==> src/hdl/assert_macros.svh <==
// Assertion helpers shared by the registry RTL.
`ifndef ASSERT_MACROS_SVH
`define ASSERT_MACROS_SVH

// Check a property on every clock edge outside reset.
`define RIR_ASSERT(lbl, prop, msg) \
  lbl: assert property (@(posedge clk) disable iff (!rst_n) prop) else $error(msg);

// Check a property on every clock edge, reset included.
`define RIR_ASSERT_RST(lbl, prop, msg) \
  lbl: assert property (@(posedge clk) prop) else $error(msg);

`endif

==> src/hdl/rir_pkg.sv <==
`timescale 1ns / 1ps

package rir_pkg;

  localparam int SLOTS      = 4;
  localparam int COUNT_BITS = 16;
  localparam int KEY_W      = 32;
  localparam int CNT_OUT_W  = 16;

  localparam logic [COUNT_BITS-1:0] CNT_MAX = {COUNT_BITS{1'b1}};
  localparam logic [COUNT_BITS-1:0] CNT_ONE = COUNT_BITS'(1);

  typedef enum logic [1:0] {
    MODE_ACQUIRE  = 2'd0,
    MODE_REL_KEY  = 2'd1,
    MODE_REL_SLOT = 2'd2,
    MODE_RSVD     = 2'd3
  } mode_t;

  typedef enum logic [2:0] {
    ST_FOUND    = 3'd0,
    ST_ALLOC    = 3'd1,
    ST_FULL     = 3'd2,
    ST_RELEASED = 3'd3,
    ST_FREED    = 3'd4,
    ST_NOTFOUND = 3'd5,
    ST_INVALID  = 3'd6,
    ST_OVERFLOW = 3'd7
  } status_t;

  typedef struct packed {
    logic             go;
    mode_t            mode;
    logic [KEY_W-1:0] key;
    logic             any_hit;
  } req_t;

  typedef struct packed {
    logic hit;
    logic free;
  } chain_t;

  typedef struct packed {
    logic                  touched;
    status_t               status;
    logic [COUNT_BITS-1:0] count;
    logic                  occ;
  } resp_t;

endpackage

==> src/hdl/refcounted_id_registry.sv <==
`timescale 1ns / 1ps

// Channel  Handshake            Payload
// in       in_valid in_ready    in_mode in_group_key in_slot_index
// out      out_valid out_ready  out_status out_slot_used out_count_after out_registry_empty
//
// Every slot cell compares its key in the cycle of the request transfer; the lowest
// match and lowest free slot ripple along the cell chain.
// The result lands in an output register in the cycle after the request transfer; a new
// request is taken when that register is empty or being drained in the same cycle.
// Back to back, one request per cycle while out_ready is high.
// Reset clears all slots (free, count zero) and the output valid flag.
// A stalled output holds the request channel off until the result transfer.

`include "assert_macros.svh"

module refcounted_id_registry (
  input  logic        clk,
  input  logic        rst_n,
  input  logic        in_valid,
  output logic        in_ready,
  input  logic [1:0]  in_mode,
  input  logic [31:0] in_group_key,
  input  logic [1:0]  in_slot_index,
  output logic        out_valid,
  input  logic        out_ready,
  output logic [2:0]  out_status,
  output logic [1:0]  out_slot_used,
  output logic [15:0] out_count_after,
  output logic        out_registry_empty
);

  rir_pkg::req_t                  req;
  rir_pkg::chain_t                chain [rir_pkg::SLOTS+1];
  rir_pkg::resp_t                 resp  [rir_pkg::SLOTS];
  logic [rir_pkg::SLOTS-1:0]      pick;
  logic [rir_pkg::SLOTS-1:0]      touched_vec;
  logic                           go, any_touch, empty_nxt, key_zero;
  logic [2:0]                     st_or, st_nxt;
  logic [1:0]                     slot_or;
  logic [rir_pkg::COUNT_BITS-1:0] cnt_or;

  logic                            out_valid_r;
  logic [2:0]                      status_r;
  logic [1:0]                      slot_r;
  logic [rir_pkg::CNT_OUT_W-1:0]   count_r;
  logic                            empty_r;

  assign in_ready = !out_valid_r || out_ready;
  assign go       = in_valid && in_ready;
  assign key_zero = ~|in_group_key;

  assign req.go      = go;
  assign req.mode    = rir_pkg::mode_t'(in_mode);
  assign req.key     = in_group_key;
  assign req.any_hit = chain[rir_pkg::SLOTS].hit;
  assign chain[0]    = '0;

  for (genvar i = 0; i < rir_pkg::SLOTS; i++) begin : g_cell
    assign pick[i]        = (32'(in_slot_index) == 32'(i));
    assign touched_vec[i] = resp[i].touched;
    rir_cell u_cell (
      .clk      (clk),
      .rst_n    (rst_n),
      .req      (req),
      .pick     (pick[i]),
      .chain_in (chain[i]),
      .chain_out(chain[i+1]),
      .resp     (resp[i])
    );
  end

  always_comb begin
    any_touch = 1'b0;
    st_or     = '0;
    slot_or   = '0;
    cnt_or    = '0;
    empty_nxt = 1'b1;
    for (int i = 0; i < rir_pkg::SLOTS; i++) begin
      if (resp[i].touched) begin
        any_touch = 1'b1;
        st_or     = st_or | resp[i].status;
        slot_or   = slot_or | 2'(i);
        cnt_or    = cnt_or | resp[i].count;
      end
      empty_nxt = empty_nxt & !resp[i].occ;
    end
  end

  always_comb begin
    priority if (any_touch) begin
      st_nxt = st_or;
    end else if (((req.mode == rir_pkg::MODE_ACQUIRE) || (req.mode == rir_pkg::MODE_REL_KEY))
                 && key_zero) begin
      st_nxt = rir_pkg::ST_INVALID;
    end else if (req.mode == rir_pkg::MODE_ACQUIRE) begin
      st_nxt = rir_pkg::ST_FULL;
    end else begin
      st_nxt = rir_pkg::ST_NOTFOUND;
    end
  end

  always_ff @(posedge clk) begin
    if (!rst_n) begin
      out_valid_r <= 1'b0;
    end else if (go) begin
      out_valid_r <= 1'b1;
    end else if (out_ready) begin
      out_valid_r <= 1'b0;
    end
  end

  always_ff @(posedge clk) begin
    if (go) begin
      status_r <= st_nxt;
      slot_r   <= slot_or;
      count_r  <= rir_pkg::CNT_OUT_W'(cnt_or);
      empty_r  <= empty_nxt;
    end
  end

  assign out_valid          = out_valid_r;
  assign out_status         = status_r;
  assign out_slot_used      = slot_r;
  assign out_count_after    = count_r;
  assign out_registry_empty = empty_r;

  `RIR_ASSERT(a_single_slot, $onehot0(touched_vec), "request touched more than one slot")
  `RIR_ASSERT(a_stall_blocks, (out_valid_r && !out_ready) |-> !in_ready,
              "request taken while result stalled")
  `RIR_ASSERT(a_alloc_nonempty,
              (out_valid_r && (status_r == rir_pkg::ST_ALLOC)) |-> !empty_r,
              "allocation reported an empty registry")
  `RIR_ASSERT_RST(a_reset_idle, !rst_n |=> !out_valid_r, "result valid after reset")

endmodule

==> src/hdl/rir_cell.sv <==
`timescale 1ns / 1ps

`include "assert_macros.svh"

module rir_cell (
  input  logic            clk,
  input  logic            rst_n,
  input  rir_pkg::req_t   req,
  input  logic            pick,
  input  rir_pkg::chain_t chain_in,
  output rir_pkg::chain_t chain_out,
  output rir_pkg::resp_t  resp
);

  logic [rir_pkg::KEY_W-1:0]      key_r, key_nxt;
  logic [rir_pkg::COUNT_BITS-1:0] cnt_r, cnt_nxt;
  logic                           occ, key_ok, hit_here, first_hit;
  logic                           claim, bump, drop;

  always_comb begin
    occ       = |key_r;
    key_ok    = |req.key;
    hit_here  = key_ok && (key_r == req.key);
    first_hit = hit_here && !chain_in.hit;
    chain_out.hit  = chain_in.hit | hit_here;
    chain_out.free = chain_in.free | !occ;
    claim = (req.mode == rir_pkg::MODE_ACQUIRE) && key_ok && !req.any_hit
            && !occ && !chain_in.free;
    bump  = (req.mode == rir_pkg::MODE_ACQUIRE) && first_hit;
    drop  = ((req.mode == rir_pkg::MODE_REL_KEY) && first_hit)
            || ((req.mode == rir_pkg::MODE_REL_SLOT) && pick && occ);
  end

  always_comb begin
    key_nxt      = key_r;
    cnt_nxt      = cnt_r;
    resp.touched = 1'b1;
    resp.status  = rir_pkg::ST_NOTFOUND;
    priority if (bump) begin
      if (cnt_r == rir_pkg::CNT_MAX) begin
        resp.status = rir_pkg::ST_OVERFLOW;
      end else begin
        cnt_nxt     = cnt_r + rir_pkg::CNT_ONE;
        resp.status = rir_pkg::ST_FOUND;
      end
    end else if (claim) begin
      key_nxt     = req.key;
      cnt_nxt     = rir_pkg::CNT_ONE;
      resp.status = rir_pkg::ST_ALLOC;
    end else if (drop) begin
      if (cnt_r <= rir_pkg::CNT_ONE) begin
        key_nxt     = '0;
        cnt_nxt     = '0;
        resp.status = rir_pkg::ST_FREED;
      end else begin
        cnt_nxt     = cnt_r - rir_pkg::CNT_ONE;
        resp.status = rir_pkg::ST_RELEASED;
      end
    end else begin
      resp.touched = 1'b0;
    end
    resp.count = cnt_nxt;
    resp.occ   = |key_nxt;
  end

  always_ff @(posedge clk) begin
    if (!rst_n) begin
      key_r <= '0;
      cnt_r <= '0;
    end else if (req.go) begin
      key_r <= key_nxt;
      cnt_r <= cnt_nxt;
    end
  end

  `RIR_ASSERT(a_one_action, $onehot0({bump, claim, drop}), "cell takes more than one action")
  `RIR_ASSERT(a_free_zero, (key_r == '0) |-> (cnt_r == '0), "free slot holds a count")
  `RIR_ASSERT(a_hold_idle, !$past(req.go) |-> ($stable(key_r) && $stable(cnt_r)),
              "slot changed without a transfer")

endmodule
==> config.mk <==
export PLATFORM = sky130hd
export DESIGN_NAME = refcounted_id_registry
export DESIGN_NICKNAME = d
export VERILOG_FILES = /design/src/hdl/rir_pkg.sv /design/src/hdl/refcounted_id_registry.sv /design/src/hdl/rir_cell.sv
export VERILOG_INCLUDE_DIRS = /design/src /design/src/hdl
export SDC_FILE = /design/constraint.sdc
export NUM_CORES = 1
export LEC_CHECK = 0
export BUFFER_PORTS_ARGS = -buffer_cell sky130_fd_sc_hd__buf_2
export CAP_MARGIN = 5
export CORE_AREA = 5 5 119 233
export CTS_BUF_LIST = sky130_fd_sc_hd__clkbuf_4 sky130_fd_sc_hd__clkbuf_8
export DETAILED_ROUTE_END_ITERATION = 10
export DIE_AREA = 0 0 124 238
export PLACE_DENSITY_LB_ADDON = 0.25
export SYNTH_ARGS = -nofsm -noshare
export SYNTH_HDL_FRONTEND = slang
export SYNTH_HIERARCHICAL = 1
export SYNTH_SLANG_ARGS = --single-unit
==> constraint.sdc <==
create_clock -name clk -period 4.3 [get_ports clk]
set_clock_uncertainty 0.2 [all_clocks]
set_input_delay 0.86 -clock clk [delete_from_list [all_inputs] [get_ports clk]]
set_output_delay 0.86 -clock clk [all_outputs]
set_load 0.02 [all_outputs]
# Word level (Yosys, flattened, before mapping)
# Cells that the tools add are included.
# W data, S select, Z words.
# classes
n_lt_le_gt_ge	4
n_bitwise	14
multipliers	0
muxes	86
n_eq_ne	13
add_sub_neg	8
n_reduce_logical	69
div	0
n_shift	0
# op_table
operator	n
$mux W32	16
$mux W16	24
$reduce_or A32 Y1	9
$eq A32 B32 Y1	4
$mux W3	27
$add A16 B1 Y16 const B	4
$eq A16 B16 Y1 const B	4
$le A16 B1 Y1 const B	4
$sub A16 B1 Y16 const B	4
$or A16 B16 Y16	3
$logic_and A1 B1 Y1	34
$mux W1	19
$logic_not A1 Y1	16
$or A3 B3 Y3	3
$eq A2 B2 Y1 const B	3
$logic_or A1 B1 Y1	6
$or A1 B1 Y1	5
$eq A2 B1 Y1 const B	2
$logic_not A2 Y1	2
$and A1 B1 Y1	3
$reduce_bool A2 Y1	1
$reduce_or A2 Y1	1
# totals
register_bits	215
inputBits	40
out_inout_bits	24
mem_bits_rw	0
rom_bits	0
latch_bits	0
mem_count	0

# Depth between registers and ports, before layout
# depth
word_depth	18
mapped_depth	17

# By module
# The synthesis kept the hierarchy.
# modules_own_cells
mod	area_per_inst_um2	cells_each	instances
rir_cell	3404.5	424	4
refcounted_id_registry	1257.5	117	1

# Least setup slack after synthesis
# Ideal clock, no wire load.
# synth_path
path_type	input to register
start	input in_group_key[17]
end	register count_r, in the netlist out_count_after[9] (data pin)
required_time_ns	3.841
arrival_time_ns	3.922
stages	14
path_buffers	1
setup_ns	0.259
path_slack_ns	-0.081
cell_sequence	nor4_1 -> nand4_1 -> or2_2 -> a21o_1 -> a21o_1 -> a21o_1 -> or4_4 -> a21oi_4 -> nor2_2 -> buf_4 -> a221oi_1 -> nor2_1 -> a22oi_1 -> nand2_1
# synth_lines
item	line	text
start: declaration	refcounted_id_registry.sv:23	input logic [31:0] in_group_key,
end signal: assignment	refcounted_id_registry.sv:117	count_r <= rir_pkg::CNT_OUT_W'(cnt_or);
end: declaration	refcounted_id_registry.sv:46	logic [rir_pkg::CNT_OUT_W-1:0] count_r;

==> flow_metrics.tcl <==
set metrics [dict create \
    outcome "complete, no violations" \
    fin_hold_ws_ns 0.3347 \
    cts_tree "done" \
    antenna_found_initial 3 \
    path_cells "buf_2, buf_4, nor4_4, nand4_1, or2_4, a21o_4, a21o_4, buf_4, or4_4, a21boi_2, buf_4, nand2_1, a21oi_1, nor2_1, a22oi_2, nand2_1" \
    pin_count 64 \
    use_met2_pct 67.69 \
    drive_gt1_share_pct 26.25 \
    power_frac_comb_pct 15.5 \
    worst_slack_ns 0.06080 \
    p_per_area_mw_per_mm2 259.2 \
    grt_util_met1_pct 38.86 \
    cp_max_fo 7 \
    grt_first_pass_wirelength_mm 90.33 \
    maxCapViolCount 0 \
    via_per_inst 6.732 \
    leakage_nw 7.734 \
    worstMarginPinSlew_ns 0.9807 \
    hpwl_mm 43.98 \
    synthesis.area_mm2 0.01487 \
    min_path_cells 1 \
    die_h_um 238 \
    areaGrowthSynthToFinish_pct 24.41 \
    gp_congestion 1.034 \
    place_ws_ns -0.7985 \
    ir_drop_mv 0.3899 \
    cp_data_required_time_ns 4.40 \
    post_dp_cell_area_mm2 0.01756 \
    cts_buffer_depth 3 \
    power_switching_mw 1.411 \
    firstDrtPassIters 7 \
    track_usage_pct 39.22 \
    fin_cells 2488 \
    htreeDepth 2 \
    r2r_cells 17 \
    power.internal_mw 3.384 \
    dieArea_mm2 0.02951 \
    fmax_mhz 235.9 \
    stdcell_area_mm2 0.01850 \
    vias 16750 \
    grt_overflow 0 \
    synth_cells 1812 \
    p_seq_share_pct 43.6 \
    ant_nets 0 \
    fin_util_pct 72.12 \
    setup_viol 0 \
    first_iter_violations 1374 \
    rsz0062_at_grt "false" \
    crit_path_max_incr_delay_ns 0.57 \
    min_path_type "reg -> reg" \
    clock_sinks 215 \
    finalCritPeriodShare_pct 98.59 \
    dp_cells 2423 \
    hold_viol 0 \
    crit_path_top_delay_cell "or4_4" \
    slew_violations 0 \
    maxSlewHeadroom_pct 34.02 \
    routed_wl_mm 58.20 \
    die_w_um 124 \
    yosysWarnings 6 \
    setup-tns-final_ns 0 \
    fin_nets 2175 \
    p_clk_share_pct 40.9 \
    grt_pass1_vias 16694 \
    p_total_mw 4.795 \
    start_kind "input port" \
    core-area_mm2 0.02565 \
    cp.arrival_ns 4.34 \
    top_usage_layer "met2" \
    crit_type "in -> reg" \
    clock_latency_ns 0.57 \
    grt_max_degree 48 \
    avgSynthCellArea_um2 8.206 \
    p_sw_share_pct 29.42 \
    initial_core_util_pct 57.97 \
    finalCriticalPeriod_ns 4.239 \
    rows 83 \
    numPortBuffers 63 \
    drcViolationCount 0 \
    wl_per_cell_um 23.39 \
    cp-end-kind "flip-flop" \
    cts_buffers 34 \
    clkSlewWorstSetupHoldPaths_ns 0.06 \
    path_common_cell "buf_4" \
    use_met3_pct 7.400 \
    clockRootBuffer "clkbuf_8" \
]
power groups by stage:
stage / clock, mW / sequential [mW] / combinational [mW]
finish: 1.96 / 2.09 / 0.744
global route: 2.06 / 2.09 / 0.786
CTS: 1.98 / 2.09 / 0.713
detailed placement: 0 / 2.13 / 0.708
global placement: 0 / 2.13 / 0.700
floorplan: 0 / 2.14 / 0.356
cells in the final DEF (no fill, tap or decap), types with 9 or more instances in the layout:
cell type,n
xor2_1,132
inv_1,37
a211oi_1,24
nand2_1,146
nor2_1,126
clkbuf_8,41
conb_1,10
dfxtp_1,193
o211ai_1,9
edfxtp_1,22
or2_1,9
nor4_2,36
a21oi_1,104
buf_2,63
nand4_1,29
ha_1,12
nor2b_1,10
buf_4,289
clkbuf_4,9
a22o_1,128
o21ai_1,66
buf_12,10
o21ai_0,69
a31oi_1,44
nand3_1,42
nor4_1,103
xnor2_1,12
o21a_1,12
nor4_4,14
a21o_1,37
a22oi_1,36
nor3_1,50
and3_1,24
nand2b_1,13
nor2_2,16
layout make-up:
type	count	area, um^2
diodes	3	7.507
inverters	41	153.9
well taps	340	425.4
clock buffers	50	631.9
fillers	2151	7152
repair buffers	362	2685
flip-flops and latches	215	4524
multi-input cells	1469	9973
clock inverters	8	97.59
path summary, 6_finish.rpt:
check	slack (ns)	to	start
setup reg to reg	0.32	out_count_after[4]$_DFFE_PP_	g_cell[0].u_cell/key_r[29]$_SDFFE_PN0P_
setup / recovery	0.06	out_count_after[4]$_DFFE_PP_	in_group_key[20]
hold reg to reg	0.33	g_cell[2].u_cell/key_r[24]$_SDFFE_PN0P_	g_cell[2].u_cell/key_r[24]$_SDFFE_PN0P_
hold / removal	0.33	g_cell[2].u_cell/key_r[24]$_SDFFE_PN0P_	g_cell[2].u_cell/key_r[24]$_SDFFE_PN0P_
state kept, by name, indices dropped and copies added, names as in the netlist:
signal and count:
g_cell.u_cell/key_r 128, out_slot_used 2, out_status 3, out_valid 1, out_count_after 16, g_cell.u_cell/cnt_r 64, out_registry_empty 1
worst max-delay path: cells and delay by family:
family / cells / cell delay, ns
AND/OR/NAND/NOR: 7 / 1.71
AO/OA/AOI/OAI: 5 / 1.16
buffers and inverters: 4 / 0.60
layer usage:
metal | part of all wire [%] | up-vias
met5 | 0.022 | -
met4 | 12 | 2
met3 | 6.6 | 402
met2 | 49 | 955
met1 | 33 | 7867
li1 | - | 7524
what timing repair did:
item | in CTS | in global routing
endpoints found under the setup margin | 10 | 18
pin swaps | 0 | 9
hold buffers | 0 | 0
resized for setup | 6 | 30
setup buffers | 0 | 4
Note: power is estimated with default switching activity, not from simulation.
